File: src/ebu_pkg.sv
`timescale 1ns / 1ps
`default_nettype none

package ebu_pkg;

   // Item kinds carried in req_tuser
   localparam logic CMD_ENC  = 1'b0;
   localparam logic CMD_TICK = 1'b1;

   // Register indexes on the csr port
   localparam logic [1:0] REG_DEBOUNCE  = 2'd0;
   localparam logic [1:0] REG_LONGPRESS = 2'd1;
   localparam logic [1:0] REG_LOCKOUT   = 2'd2;
   localparam logic [1:0] REG_SHORTCUT  = 2'd3;

   // Event codes
   localparam logic [3:0] EV_CW      = 4'd0;
   localparam logic [3:0] EV_CCW     = 4'd1;
   localparam logic [3:0] EV_SHORT   = 4'd2;
   localparam logic [3:0] EV_LONG    = 4'd3;
   localparam logic [3:0] EV_PLAY    = 4'd4;
   localparam logic [3:0] EV_NEXT    = 4'd5;
   localparam logic [3:0] EV_PREV    = 4'd6;
   localparam logic [3:0] EV_MONITOR = 4'd7;
   localparam logic [3:0] EV_VOLUME  = 4'd8;
   localparam logic [3:0] EV_MEDIA   = 4'd9;
   localparam logic [3:0] EV_GALLERY = 4'd10;

   // Button lanes
   localparam int NUM_BTN    = 8;
   localparam int BTN_ENC    = 0;
   localparam int BTN_PLAY   = 1;
   localparam int BTN_SHORT0 = 4;
   localparam int NUM_MEDIA  = 3;

   // Event mask after the encoder steps: bit i carries code EV_SHORT + i
   localparam int EV_MASK_BITS = 9;
   localparam int MAX_OUT      = 16;

   localparam int DEB_W   = 10;
   localparam int HOLD_W  = 14;
   localparam int TIME_W  = 32;
   localparam int PEND_W  = 8;
   localparam int SUB_W   = 4;
   localparam int CSR_W   = 14;

   localparam logic signed [PEND_W-1:0] PEND_MAX = 8'sd127;
   localparam logic signed [SUB_W-1:0]  SUB_HI   = 4'sd3;
   localparam logic signed [SUB_W-1:0]  SUB_LO   = -4'sd3;

   // Quadrature step per {prev A, prev B, A, B}
   localparam logic signed [1:0] QUAD_TABLE [16] = '{
      2'sd0, -2'sd1, 2'sd1, 2'sd0, 2'sd1, 2'sd0, 2'sd0, -2'sd1,
      -2'sd1, 2'sd0, 2'sd0, 2'sd1, 2'sd0, 2'sd1, -2'sd1, 2'sd0
   };

   typedef struct packed {
      logic edge_hit;   // stable level changed on this tick
      logic stable;     // stable level after this tick, 1 = pressed
   } btn_status_type;

endpackage

`default_nettype wire

File: src/ebu_quad.sv
`timescale 1ns / 1ps
`default_nettype none

module ebu_quad
   import ebu_pkg::*;
(
   input  wire logic                     clock,
   input  wire logic                     reset,
   input  wire logic                     sample,
   input  wire logic                     enc_a,
   input  wire logic                     enc_b,
   input  wire logic                     tick,
   output      logic signed [PEND_W-1:0] pending
);

   logic [1:0]               prev_ab_ff;
   logic signed [SUB_W-1:0]  sub_ff, sub_in;
   logic signed [PEND_W-1:0] pend_ff, pend_in;
   logic signed [SUB_W-1:0]  sum;

   always_comb begin
      sum     = sub_ff + SUB_W'(QUAD_TABLE[{prev_ab_ff, enc_a, enc_b}]);
      sub_in  = sum;
      pend_in = pend_ff;
      if (sum > SUB_HI) begin
         sub_in = '0;
         if (pend_ff < PEND_MAX) pend_in = pend_ff + 1'b1;
      end else if (sum < SUB_LO) begin
         sub_in = '0;
         if (pend_ff > -PEND_MAX) pend_in = pend_ff - 1'b1;
      end
   end

   always_ff @(posedge clock) begin
      if (reset) begin
         prev_ab_ff <= 2'b11;
         sub_ff     <= '0;
         pend_ff    <= '0;
      end else if (sample) begin
         prev_ab_ff <= {enc_a, enc_b};
         sub_ff     <= sub_in;
         pend_ff    <= pend_in;
      end else if (tick) begin
         pend_ff <= '0;
      end
   end

   assign pending = pend_ff;

endmodule

`default_nettype wire

File: src/ebu_debounce.sv
`timescale 1ns / 1ps
`default_nettype none

module ebu_debounce
   import ebu_pkg::*;
(
   input  wire logic              clock,
   input  wire logic              reset,
   input  wire logic              tick,
   input  wire logic              level,
   input  wire logic [TIME_W-1:0] now_ms,
   input  wire logic [DEB_W-1:0]  debounce_ms,
   output      btn_status_type    status
);

   logic              raw_last_ff;
   logic              stable_ff, stable_in;
   logic [TIME_W-1:0] change_ff, change_in;
   logic              raw;
   logic              fire;

   always_comb begin
      raw       = ~level;
      change_in = (raw != raw_last_ff) ? now_ms : change_ff;
      fire      = ((now_ms - change_in) >= TIME_W'(debounce_ms)) && (stable_ff != raw);
      stable_in = fire ? raw : stable_ff;
   end

   always_ff @(posedge clock) begin
      if (reset) begin
         raw_last_ff <= 1'b0;
         stable_ff   <= 1'b0;
         change_ff   <= '0;
      end else if (tick) begin
         raw_last_ff <= raw;
         stable_ff   <= stable_in;
         change_ff   <= change_in;
      end
   end

   assign status.edge_hit = fire;
   assign status.stable   = stable_in;

endmodule

`default_nettype wire

File: src/ebu_merge.sv
`timescale 1ns / 1ps
`default_nettype none

module ebu_merge
   import ebu_pkg::*;
#(
   parameter int BURST_CAP = 8
) (
   input  wire logic                     clock,
   input  wire logic                     reset,
   input  wire logic                     tick,
   input  wire logic [TIME_W-1:0]        now_ms,
   input  wire logic signed [PEND_W-1:0] pending,
   input  wire btn_status_type           status [NUM_BTN],
   input  wire logic [HOLD_W-1:0]        hold_limit_ms,
   input  wire logic [HOLD_W-1:0]        repeat_lockout_ms,
   input  wire logic                     shortcut_enable,
   output      logic                     busy,
   output      logic                     rsp_valid,
   input  wire logic                     rsp_ready,
   output      logic [3:0]               rsp_code,
   output      logic                     rsp_last
);

   localparam int MAG_W  = $clog2(BURST_CAP + 1);
   localparam int LEFT_W = $clog2(BURST_CAP + EV_MASK_BITS + 1);
   localparam int SENT_W = $clog2(MAX_OUT);
   localparam int IDX_W  = $clog2(EV_MASK_BITS);

   logic [TIME_W-1:0] press_ff, press_in;
   logic              long_rep_ff, long_rep_in;
   logic [TIME_W-1:0] fire_ff [NUM_MEDIA];
   logic [TIME_W-1:0] fire_in [NUM_MEDIA];

   logic                    job_dir_ff;
   logic [MAG_W-1:0]        job_steps_ff;
   logic [EV_MASK_BITS-1:0] job_mask_ff;
   logic [LEFT_W-1:0]       job_left_ff;
   logic [SENT_W-1:0]       job_sent_ff;

   logic                    out_valid_ff;
   logic [3:0]              out_code_ff;
   logic                    out_last_ff;

   logic [EV_MASK_BITS-1:0] mask;
   logic                    dir;
   logic [PEND_W-1:0]       mag_abs;
   logic [MAG_W-1:0]        mag;
   logic [LEFT_W-1:0]       total;
   logic                    pressed_edge;
   logic                    long_eff;
   logic [TIME_W-1:0]       hold_time;
   logic                    slot_free;
   logic                    emit;
   logic [IDX_W-1:0]        low_idx;
   logic [3:0]              emit_code;
   logic                    emit_last;

   // Gather what the lanes found into one event mask for this tick
   always_comb begin
      mask         = '0;
      press_in     = press_ff;
      long_rep_in  = long_rep_ff;
      pressed_edge = status[BTN_ENC].edge_hit && status[BTN_ENC].stable;
      if (status[BTN_ENC].edge_hit) begin
         if (status[BTN_ENC].stable) begin
            press_in    = now_ms;
            long_rep_in = 1'b0;
         end else if (!long_rep_ff) begin
            mask[0] = 1'b1;
         end
      end
      long_eff  = pressed_edge ? 1'b0 : long_rep_ff;
      hold_time = pressed_edge ? '0 : (now_ms - press_ff);
      if (status[BTN_ENC].stable && !long_eff && hold_time >= TIME_W'(hold_limit_ms)) begin
         long_rep_in = 1'b1;
         mask[1]     = 1'b1;
      end
      for (int i = 0; i < NUM_MEDIA; i++) begin
         fire_in[i] = fire_ff[i];
         if (status[BTN_PLAY + i].edge_hit && status[BTN_PLAY + i].stable &&
             (now_ms - fire_ff[i]) >= TIME_W'(repeat_lockout_ms)) begin
            fire_in[i]  = now_ms;
            mask[2 + i] = 1'b1;
         end
      end
      for (int i = 0; i < NUM_BTN - BTN_SHORT0; i++) begin
         mask[5 + i] = shortcut_enable && status[BTN_SHORT0 + i].edge_hit &&
                       status[BTN_SHORT0 + i].stable;
      end
   end

   // Burst cap on the pending detent steps
   always_comb begin
      dir     = pending[PEND_W-1];
      mag_abs = dir ? PEND_W'(-pending) : PEND_W'(pending);
      mag     = (mag_abs > PEND_W'(BURST_CAP)) ? MAG_W'(BURST_CAP) : mag_abs[MAG_W-1:0];
      total   = LEFT_W'(mag) + LEFT_W'($countones(mask));
   end

   always_comb begin
      low_idx = '0;
      for (int i = EV_MASK_BITS - 1; i >= 0; i--) begin
         if (job_mask_ff[i]) low_idx = IDX_W'(i);
      end
      slot_free = !out_valid_ff || rsp_ready;
      emit      = (job_left_ff != '0) && slot_free;
      if (job_steps_ff != '0) begin
         emit_code = job_dir_ff ? EV_CCW : EV_CW;
      end else begin
         emit_code = EV_SHORT + 4'(low_idx);
      end
      emit_last = (job_left_ff == LEFT_W'(1)) || (job_sent_ff == SENT_W'(MAX_OUT - 1));
   end

   always_ff @(posedge clock) begin
      if (reset) begin
         press_ff    <= '0;
         long_rep_ff <= 1'b0;
         for (int i = 0; i < NUM_MEDIA; i++) fire_ff[i] <= '0;
      end else if (tick) begin
         press_ff    <= press_in;
         long_rep_ff <= long_rep_in;
         for (int i = 0; i < NUM_MEDIA; i++) fire_ff[i] <= fire_in[i];
      end
   end

   // Job: the events of one tick, drained one per cycle into the output register while it has room
   always_ff @(posedge clock) begin
      if (reset) begin
         job_left_ff  <= '0;
         job_steps_ff <= '0;
         job_mask_ff  <= '0;
         job_sent_ff  <= '0;
         job_dir_ff   <= 1'b0;
      end else if (tick) begin
         job_left_ff  <= total;
         job_steps_ff <= mag;
         job_mask_ff  <= mask;
         job_sent_ff  <= '0;
         job_dir_ff   <= dir;
      end else if (emit) begin
         job_left_ff <= emit_last ? '0 : job_left_ff - 1'b1;
         job_sent_ff <= job_sent_ff + 1'b1;
         if (job_steps_ff != '0) begin
            job_steps_ff <= job_steps_ff - 1'b1;
         end else begin
            job_mask_ff[low_idx] <= 1'b0;
         end
      end
   end

   always_ff @(posedge clock) begin
      if (reset) begin
         out_valid_ff <= 1'b0;
      end else if (emit) begin
         out_valid_ff <= 1'b1;
      end else if (rsp_ready) begin
         out_valid_ff <= 1'b0;
      end
   end

   always_ff @(posedge clock) begin
      if (reset) begin
         out_code_ff <= '0;
         out_last_ff <= 1'b0;
      end else if (emit) begin
         out_code_ff <= emit_code;
         out_last_ff <= emit_last;
      end
   end

   assign busy      = (job_left_ff != '0);
   assign rsp_valid = out_valid_ff;
   assign rsp_code  = out_code_ff;
   assign rsp_last  = out_last_ff;

endmodule

`default_nettype wire

File: src/encoder_and_button_event_unit_top.sv
// Encoder samples: one item per cycle, no result; the step count is ready in the following cycle.
// Poll tick: taken when no event job is busy; events go via the job and output registers,
// one per cycle while the sink is ready. The next tick is held off while the job drains.
// Reset: synchronous, active high; all state and registers return to their reset values.
`timescale 1ns / 1ps
`default_nettype none

module encoder_and_button_event_unit_top
   import ebu_pkg::*;
#(
   parameter int BURST_CAP = 8
) (
   input  wire logic              clock,
   input  wire logic              reset,
   input  wire logic              req_tvalid,
   output      logic              req_tready,
   // [0] enc_a, [1] enc_b, [33:2] now_ms, [34] enc_button_level, [35] play_level,
   // [36] next_level, [37] prev_level, [38] monitor_level, [39] volume_level,
   // [40] media_level, [41] gallery_level, [47:42] zero
   input  wire logic [47:0]       req_tdata,
   // [0] command
   input  wire logic              req_tuser,
   output      logic              rsp_tvalid,
   input  wire logic              rsp_tready,
   // [3:0] event_code, [7:4] zero
   output      logic [7:0]        rsp_tdata,
   output      logic              rsp_tlast,
   input  wire logic              csr_we,
   input  wire logic [1:0]        csr_index,
   input  wire logic [CSR_W-1:0]  csr_wdata
);

   logic [DEB_W-1:0]  debounce_ff;
   logic [HOLD_W-1:0] longpress_ff;
   logic [HOLD_W-1:0] lockout_ff;
   logic              shortcut_ff;

   logic                     busy;
   logic                     accept;
   logic                     sample;
   logic                     tick;
   logic [TIME_W-1:0]        now_ms;
   logic [NUM_BTN-1:0]       levels;
   logic signed [PEND_W-1:0] pending;
   btn_status_type           status [NUM_BTN];
   logic [3:0]               code;

   always_ff @(posedge clock) begin
      if (reset) begin
         debounce_ff  <= DEB_W'(20);
         longpress_ff <= HOLD_W'(600);
         lockout_ff   <= HOLD_W'(250);
         shortcut_ff  <= 1'b1;
      end else if (csr_we) begin
         unique case (csr_index)
            REG_DEBOUNCE:  debounce_ff  <= csr_wdata[DEB_W-1:0];
            REG_LONGPRESS: longpress_ff <= csr_wdata;
            REG_LOCKOUT:   lockout_ff   <= csr_wdata;
            REG_SHORTCUT:  shortcut_ff  <= csr_wdata[0];
            default: ;
         endcase
      end
   end

   // Encoder samples pass even while a tick's events are still draining
   assign req_tready = !busy || (req_tuser == CMD_ENC);
   assign accept     = req_tvalid && req_tready;
   assign sample     = accept && (req_tuser == CMD_ENC);
   assign tick       = accept && (req_tuser == CMD_TICK);
   assign now_ms     = req_tdata[33:2];
   assign levels     = req_tdata[41:34];

   ebu_quad u_quad (
      .clock   (clock),
      .reset   (reset),
      .sample  (sample),
      .enc_a   (req_tdata[0]),
      .enc_b   (req_tdata[1]),
      .tick    (tick),
      .pending (pending)
   );

   for (genvar g = 0; g < NUM_BTN; g++) begin : g_lane
      ebu_debounce u_lane (
         .clock       (clock),
         .reset       (reset),
         .tick        (tick),
         .level       (levels[g]),
         .now_ms      (now_ms),
         .debounce_ms (debounce_ff),
         .status      (status[g])
      );
   end

   ebu_merge #(
      .BURST_CAP (BURST_CAP)
   ) u_merge (
      .clock             (clock),
      .reset             (reset),
      .tick              (tick),
      .now_ms            (now_ms),
      .pending           (pending),
      .status            (status),
      .hold_limit_ms     (longpress_ff),
      .repeat_lockout_ms (lockout_ff),
      .shortcut_enable   (shortcut_ff),
      .busy              (busy),
      .rsp_valid         (rsp_tvalid),
      .rsp_ready         (rsp_tready),
      .rsp_code          (code),
      .rsp_last          (rsp_tlast)
   );

   assign rsp_tdata = {4'b0000, code};

endmodule

`default_nettype wire

File: config.mk
export PLATFORM = sky130hd
export DESIGN_NAME = encoder_and_button_event_unit_top
export DESIGN_NICKNAME = d
export VERILOG_FILES = /design/src/ebu_pkg.sv /design/src/ebu_quad.sv /design/src/ebu_debounce.sv /design/src/ebu_merge.sv /design/src/encoder_and_button_event_unit_top.sv
export SDC_FILE = /design/constraint.sdc
export NUM_CORES = 2
export LEC_CHECK = 0
export BUFFER_PORTS_ARGS = -buffer_cell sky130_fd_sc_hd__buf_4
export CAP_MARGIN = 10
export CORE_MARGIN = 8
export CORE_UTILIZATION = 45
export CTS_BUF_LIST = sky130_fd_sc_hd__clkbuf_16
export DETAILED_ROUTE_END_ITERATION = 6
export GPL_ROUTABILITY_DRIVEN = 0
export PLACE_DENSITY = 0.57
export SLEW_MARGIN = 20
export SYNTH_ARGS = -nofsm -noshare
export SYNTH_HDL_FRONTEND = slang
export SYNTH_HIERARCHICAL = 1
export SYNTH_SLANG_ARGS = --single-unit
File: constraint.sdc
create_clock -name clock -period 18.15 [get_ports clock]
set_input_delay 0 -clock clock [delete_from_list [all_inputs] [get_ports clock]]
set_output_delay 0 -clock clock [all_outputs]
set_load 0.1 [all_outputs]
==> impl_metrics.xml <==
<?xml version="1.0" encoding="UTF-8"?>
<metrics>
  <group name="status">
    <metric name="outcome" unit="">finished clean</metric>
  </group>
  <group name="place">
    <metric name="numPortBuffers" unit="">70</metric>
    <metric name="dp_hpwl" unit="mm">126</metric>
    <metric name="dp_slack" unit="ns">5.80</metric>
  </group>
  <group name="sta">
    <metric name="clock.fmax" unit="MHz">79.7</metric>
    <metric name="fin_skew" unit="ns">0.0249</metric>
    <metric name="fin_crit" unit="ns">12.55</metric>
    <metric name="maxSlewHeadroom" unit="%">31.8</metric>
    <metric name="setup_tns" unit="ns">0</metric>
    <metric name="final-setup-viol-count" unit="">0</metric>
    <metric name="unrepaired_setup_endpoints_after_global_routing" unit="">false</metric>
    <metric name="final_critical_path_setup_slack" unit="ns">5.60</metric>
    <metric name="finalHoldViolCount" unit="">0</metric>
    <metric name="timing_worst_slew_pin_value" unit="ns">1.02</metric>
    <metric name="layout_worst_path_cycle_share" unit="%">69.2</metric>
    <metric name="report.final.slew_viol_count" unit="">0</metric>
  </group>
  <group name="grt">
    <metric name="grt_pass1_vias" unit="">47700</metric>
    <metric name="first_pass_grt_wire_length" unit="mm">272</metric>
    <metric name="globalRouteTotalUtil" unit="%">26.3</metric>
    <metric name="grt_start_max_net_pins" unit="">161</metric>
    <metric name="gr-total-overflow" unit="">0</metric>
    <metric name="number_of_antenna_violations_at_the_first_check_in_global_routing" unit="">7</metric>
  </group>
  <group name="synth">
    <metric name="yosys.area_share.xor_xnor" unit="%">5.35</metric>
    <metric name="synth_top_cell_by_area" unit="">sky130_fd_sc_hd__dfxtp_1</metric>
    <metric name="most_instantiated_cells_after_synthesis" unit="">sky130_fd_sc_hd__nand2_1, sky130_fd_sc_hd__a21oi_1, sky130_fd_sc_hd__nor2_1</metric>
    <metric name="seq_area_frac_synth" unit="%">20.2</metric>
    <metric name="synth_edf_count" unit="">96</metric>
    <metric name="synth_seq_cells" unit="">483</metric>
    <metric name="synthMostInstantiatedCell" unit="">sky130_fd_sc_hd__nand2_1</metric>
    <metric name="yosys-mux-area-fraction" unit="%">5.61</metric>
    <metric name="synth.distinct_cells" unit="">124</metric>
    <metric name="syn-mean-instance-area" unit="µm²">7.58</metric>
    <metric name="post_synth_inst_count" unit="">6931</metric>
    <metric name="synth_simple_gate_area_share" unit="%">22.1</metric>
    <metric name="warning_count_from_the_yosys_run" unit="">6</metric>
    <metric name="post_synth_fa_ha_maj_area_fraction" unit="%">11.8</metric>
    <metric name="async_flop_share" unit="%">0</metric>
    <metric name="syn_area" unit="µm²">52500</metric>
    <metric name="yosys.area.top_type_share" unit="%">14.8</metric>
    <metric name="postSynth.topFlopCell" unit="">sky130_fd_sc_hd__dfxtp_1</metric>
    <metric name="dominant_cells_by_area_after_synthesis" unit="">sky130_fd_sc_hd__dfxtp_1, sky130_fd_sc_hd__ha_1, sky130_fd_sc_hd__a21oi_1</metric>
    <metric name="synth_top_family_by_area" unit="">compound AO/OA/AOI/OAI gates</metric>
    <metric name="synth_compound_gate_area_share" unit="%">28.5</metric>
  </group>
  <group name="clock_tree">
    <metric name="clock_tree.buffer_depth" unit="">3</metric>
    <metric name="cts.sink_count" unit="">483</metric>
    <metric name="numCtsBuffers" unit="">67</metric>
    <metric name="cts_resized" unit="">0</metric>
    <metric name="clock-root-buffer" unit="">sky130_fd_sc_hd__clkbuf_16</metric>
    <metric name="htree_num_levels" unit="">3</metric>
    <metric name="tritoncts" unit="">done</metric>
    <metric name="clk_latency_worst_skew_pair" unit="ns">0.65</metric>
    <metric name="clkTransAtPathRegs" unit="ns">0.06</metric>
  </group>
  <group name="routing">
    <metric name="antenna_left" unit="">0</metric>
    <metric name="initialDrtViolationCount" unit="">4803</metric>
    <metric name="detail_route.vias_per_cell" unit="">6.07</metric>
    <metric name="aggregate_routed_wire_length" unit="mm">175</metric>
    <metric name="drt_pass1_iterations" unit="">6</metric>
    <metric name="drt_drc_violations_left" unit="">0</metric>
    <metric name="wire_per_inst" unit="µm">20.7</metric>
    <metric name="dr_total_vias" unit="">51400</metric>
  </group>
  <group name="worst_setup_path">
    <metric name="timing.critical_path.fanout_max" unit="">35</metric>
    <metric name="worstSetupStartpoint" unit="">g_lane[0].u_lane/raw_last_ff</metric>
    <metric name="regToRegSetupSlack" unit="ns">5.60</metric>
    <metric name="crit_path_top_delay_cell" unit="">sky130_fd_sc_hd__a2111oi_0</metric>
    <metric name="crit_path_to" unit="">u_merge/job_left_ff[4]</metric>
    <metric name="timing.rr.end" unit="">u_merge/job_left_ff[4]</metric>
    <metric name="worstSetupStartpointType" unit="">register</metric>
    <metric name="timing.critical_path.required" unit="ns">18.69</metric>
    <metric name="max_stage_delay" unit="ns">0.77</metric>
    <metric name="reg2regPathDepth" unit="">44</metric>
    <metric name="worst_r2r_startpoint" unit="">g_lane[0].u_lane/raw_last_ff</metric>
    <metric name="cp.arrival" unit="ns">13.09</metric>
    <metric name="path_class" unit="">register to register</metric>
    <metric name="worst_setup_path_end_kind" unit="">register</metric>
  </group>
  <group name="floorplan">
    <metric name="std_cell_rows" unit="">125</metric>
    <metric name="core" unit="µm²">116000</metric>
    <metric name="die_x" unit="µm">358</metric>
    <metric name="floorplan.io_pins" unit="">81</metric>
    <metric name="initial_utilization" unit="%">45.3</metric>
    <metric name="die_y" unit="µm">358</metric>
    <metric name="fp.dieArea" unit="µm²">128000</metric>
  </group>
  <group name="final_layout">
    <metric name="finish.net_count" unit="">7424</metric>
    <metric name="insertedDiodeCount" unit="">0</metric>
    <metric name="syn2layout_area_growth" unit="%">8.13</metric>
    <metric name="drive_above_1_share" unit="%">5.82</metric>
  </group>
  <group name="hold_path">
    <metric name="hold_crit_class" unit="">input port to register</metric>
  </group>
  <group name="pwr">
    <metric name="pnr_total_power" unit="W">0.00605</metric>
    <metric name="leakage" unit="nW">22.6</metric>
    <metric name="power.density" unit="nW/µm²">106</metric>
    <metric name="worst_ir_drop_vdd" unit="mV">0.0674</metric>
  </group>
  <group name="run">
    <metric name="maxCapViolations" unit="">0</metric>
  </group>
</metrics>
## report_power, final
| part | switching (W) | internal (W) |
|---|---|---|
| Sequential | 0.0000903 | 0.00124 |
| Combinational | 0.00206 | 0.00128 |
| Clock | 0.000563 | 0.000812 |
| Total | 0.00271 | 0.00333 |
## placed cells by master, fill, tap and decap left out, types with 77 or more instances in the layout
master,synthesis,routed
sky130_fd_sc_hd__nand2_1,757,757
sky130_fd_sc_hd__xor2_1,101,101
sky130_fd_sc_hd__a211oi_1,240,240
sky130_fd_sc_hd__inv_1,428,439
sky130_fd_sc_hd__xnor2_1,200,193
sky130_fd_sc_hd__a21o_1,179,179
sky130_fd_sc_hd__o21ai_0,344,344
sky130_fd_sc_hd__dfxtp_1,387,387
sky130_fd_sc_hd__o211ai_1,110,110
sky130_fd_sc_hd__nand3_1,154,154
sky130_fd_sc_hd__mux2i_1,276,276
sky130_fd_sc_hd__ha_1,455,455
sky130_fd_sc_hd__nor3_1,110,110
sky130_fd_sc_hd__nor2_1,561,560
sky130_fd_sc_hd__edfxtp_1,96,96
sky130_fd_sc_hd__buf_4,31,131
sky130_fd_sc_hd__nor2b_1,145,145
sky130_fd_sc_hd__and2_1,106,106
sky130_fd_sc_hd__a21oi_1,588,588
sky130_fd_sc_hd__nand2b_1,170,170
sky130_fd_sc_hd__dlygate4sd3_1,0,77
## kinds of logic (layout without fill, tap and decap cells)
logic type,after synthesis,count (layout)
fa+ha+maj,495,495
other cells,1,4
simple gates,2382,2382
xor+xnor,311,311
buf+inv,755,761
compound gates,2215,2215
flops,483,483
mux,289,289
## sequential cells by signal, summed over array words and instances (netlist names)
signal,flops
g_lane.u_lane/change_ff,256
u_merge/fire_ff,96
u_merge/press_ff,32
lockout_ff,14
longpress_ff,14
debounce_ff,10
u_merge/job_mask_ff,9
g_lane.u_lane/raw_last_ff,8
g_lane.u_lane/stable_ff,8
u_quad/pending,8
u_merge/job_left_ff,5
u_merge/job_sent_ff,4
u_merge/job_steps_ff,4
u_merge/rsp_code,4
u_quad/sub_ff,4
u_quad/prev_ab_ff,2
shortcut_ff,1
u_merge/job_dir_ff,1
u_merge/long_rep_ff,1
u_merge/rsp_last,1
u_merge/rsp_valid,1
## metrics by stage
stage | util, % | area [µm²] | cells | hold slack (ns)
after floorplan | - | 52500 | 6934 | 0.129
after global placement | 46.4 | 53800 | 8266 | 0.252
after global routing | 49.0 | 56800 | 8464 | 0.199
after CTS | 49.0 | 56800 | 8464 | 0.167
after detailed placement | 46.4 | 53800 | 8266 | 0.248
final | 49.0 | 56800 | 8464 | 0.206
## critical path: cells and delay by family (launching register included)
family / cells / cell delay (ns)
multiplexers: 1 / 0.74
AND/OR/NAND/NOR: 14 / 3.38
adder cells (fa/ha/maj): 8 / 2.98
AO/OA/AOI/OAI: 14 / 3.85
flip-flops: 1 / 0.48
buffers and inverters: 5 / 0.60
XOR/XNOR: 2 / 0.37
## worst min path at each step
stage,startpoint,endpoint,slack [ns],cells past startpoint
detailed placement,req_tdata[1],u_quad/prev_ab_ff[0],0.25,3
finish,req_tdata[34],g_lane[0].u_lane/raw_last_ff,0.21,3
global route,req_tdata[34],g_lane[0].u_lane/raw_last_ff,0.20,3
floorplan,req_tdata[1],u_quad/prev_ab_ff[0],0.13,2
CTS,req_tdata[40],g_lane[6].u_lane/raw_last_ff,0.17,3
global placement,req_tdata[1],u_quad/prev_ab_ff[0],0.25,3
## what timing repair did
item                                   CTS  global route
endpoints found under the hold margin  200             0
hold buffers                            77             0
buffers inserted                         0             0
## metal layers
metal | up-vias | track usage, % | share of wire [%]
li1 | 25400 | - | -
met1 | 24200 | 35.6 | 46
met2 | 1481 | 42.8 | 44
met3 | 275 | 3.69 | 5.9
met4 | 0 | 8.84 | 3.6
met5 | - | 0 | 0
## area by class of cell
| class | count | area, µm² |
|---|---|---|
| timing repair buffer | 210 | 1790 |
| sequential | 483 | 10600 |
| tap | 1524 | 1910 |
| clock inverter | 53 | 522 |
| clock buffer | 68 | 1700 |
| fill | 11500 | 59100 |
| multi-input combinational | 5696 | 38600 |
| inverter | 430 | 1610 |
(Power assumes the default switching activity.)
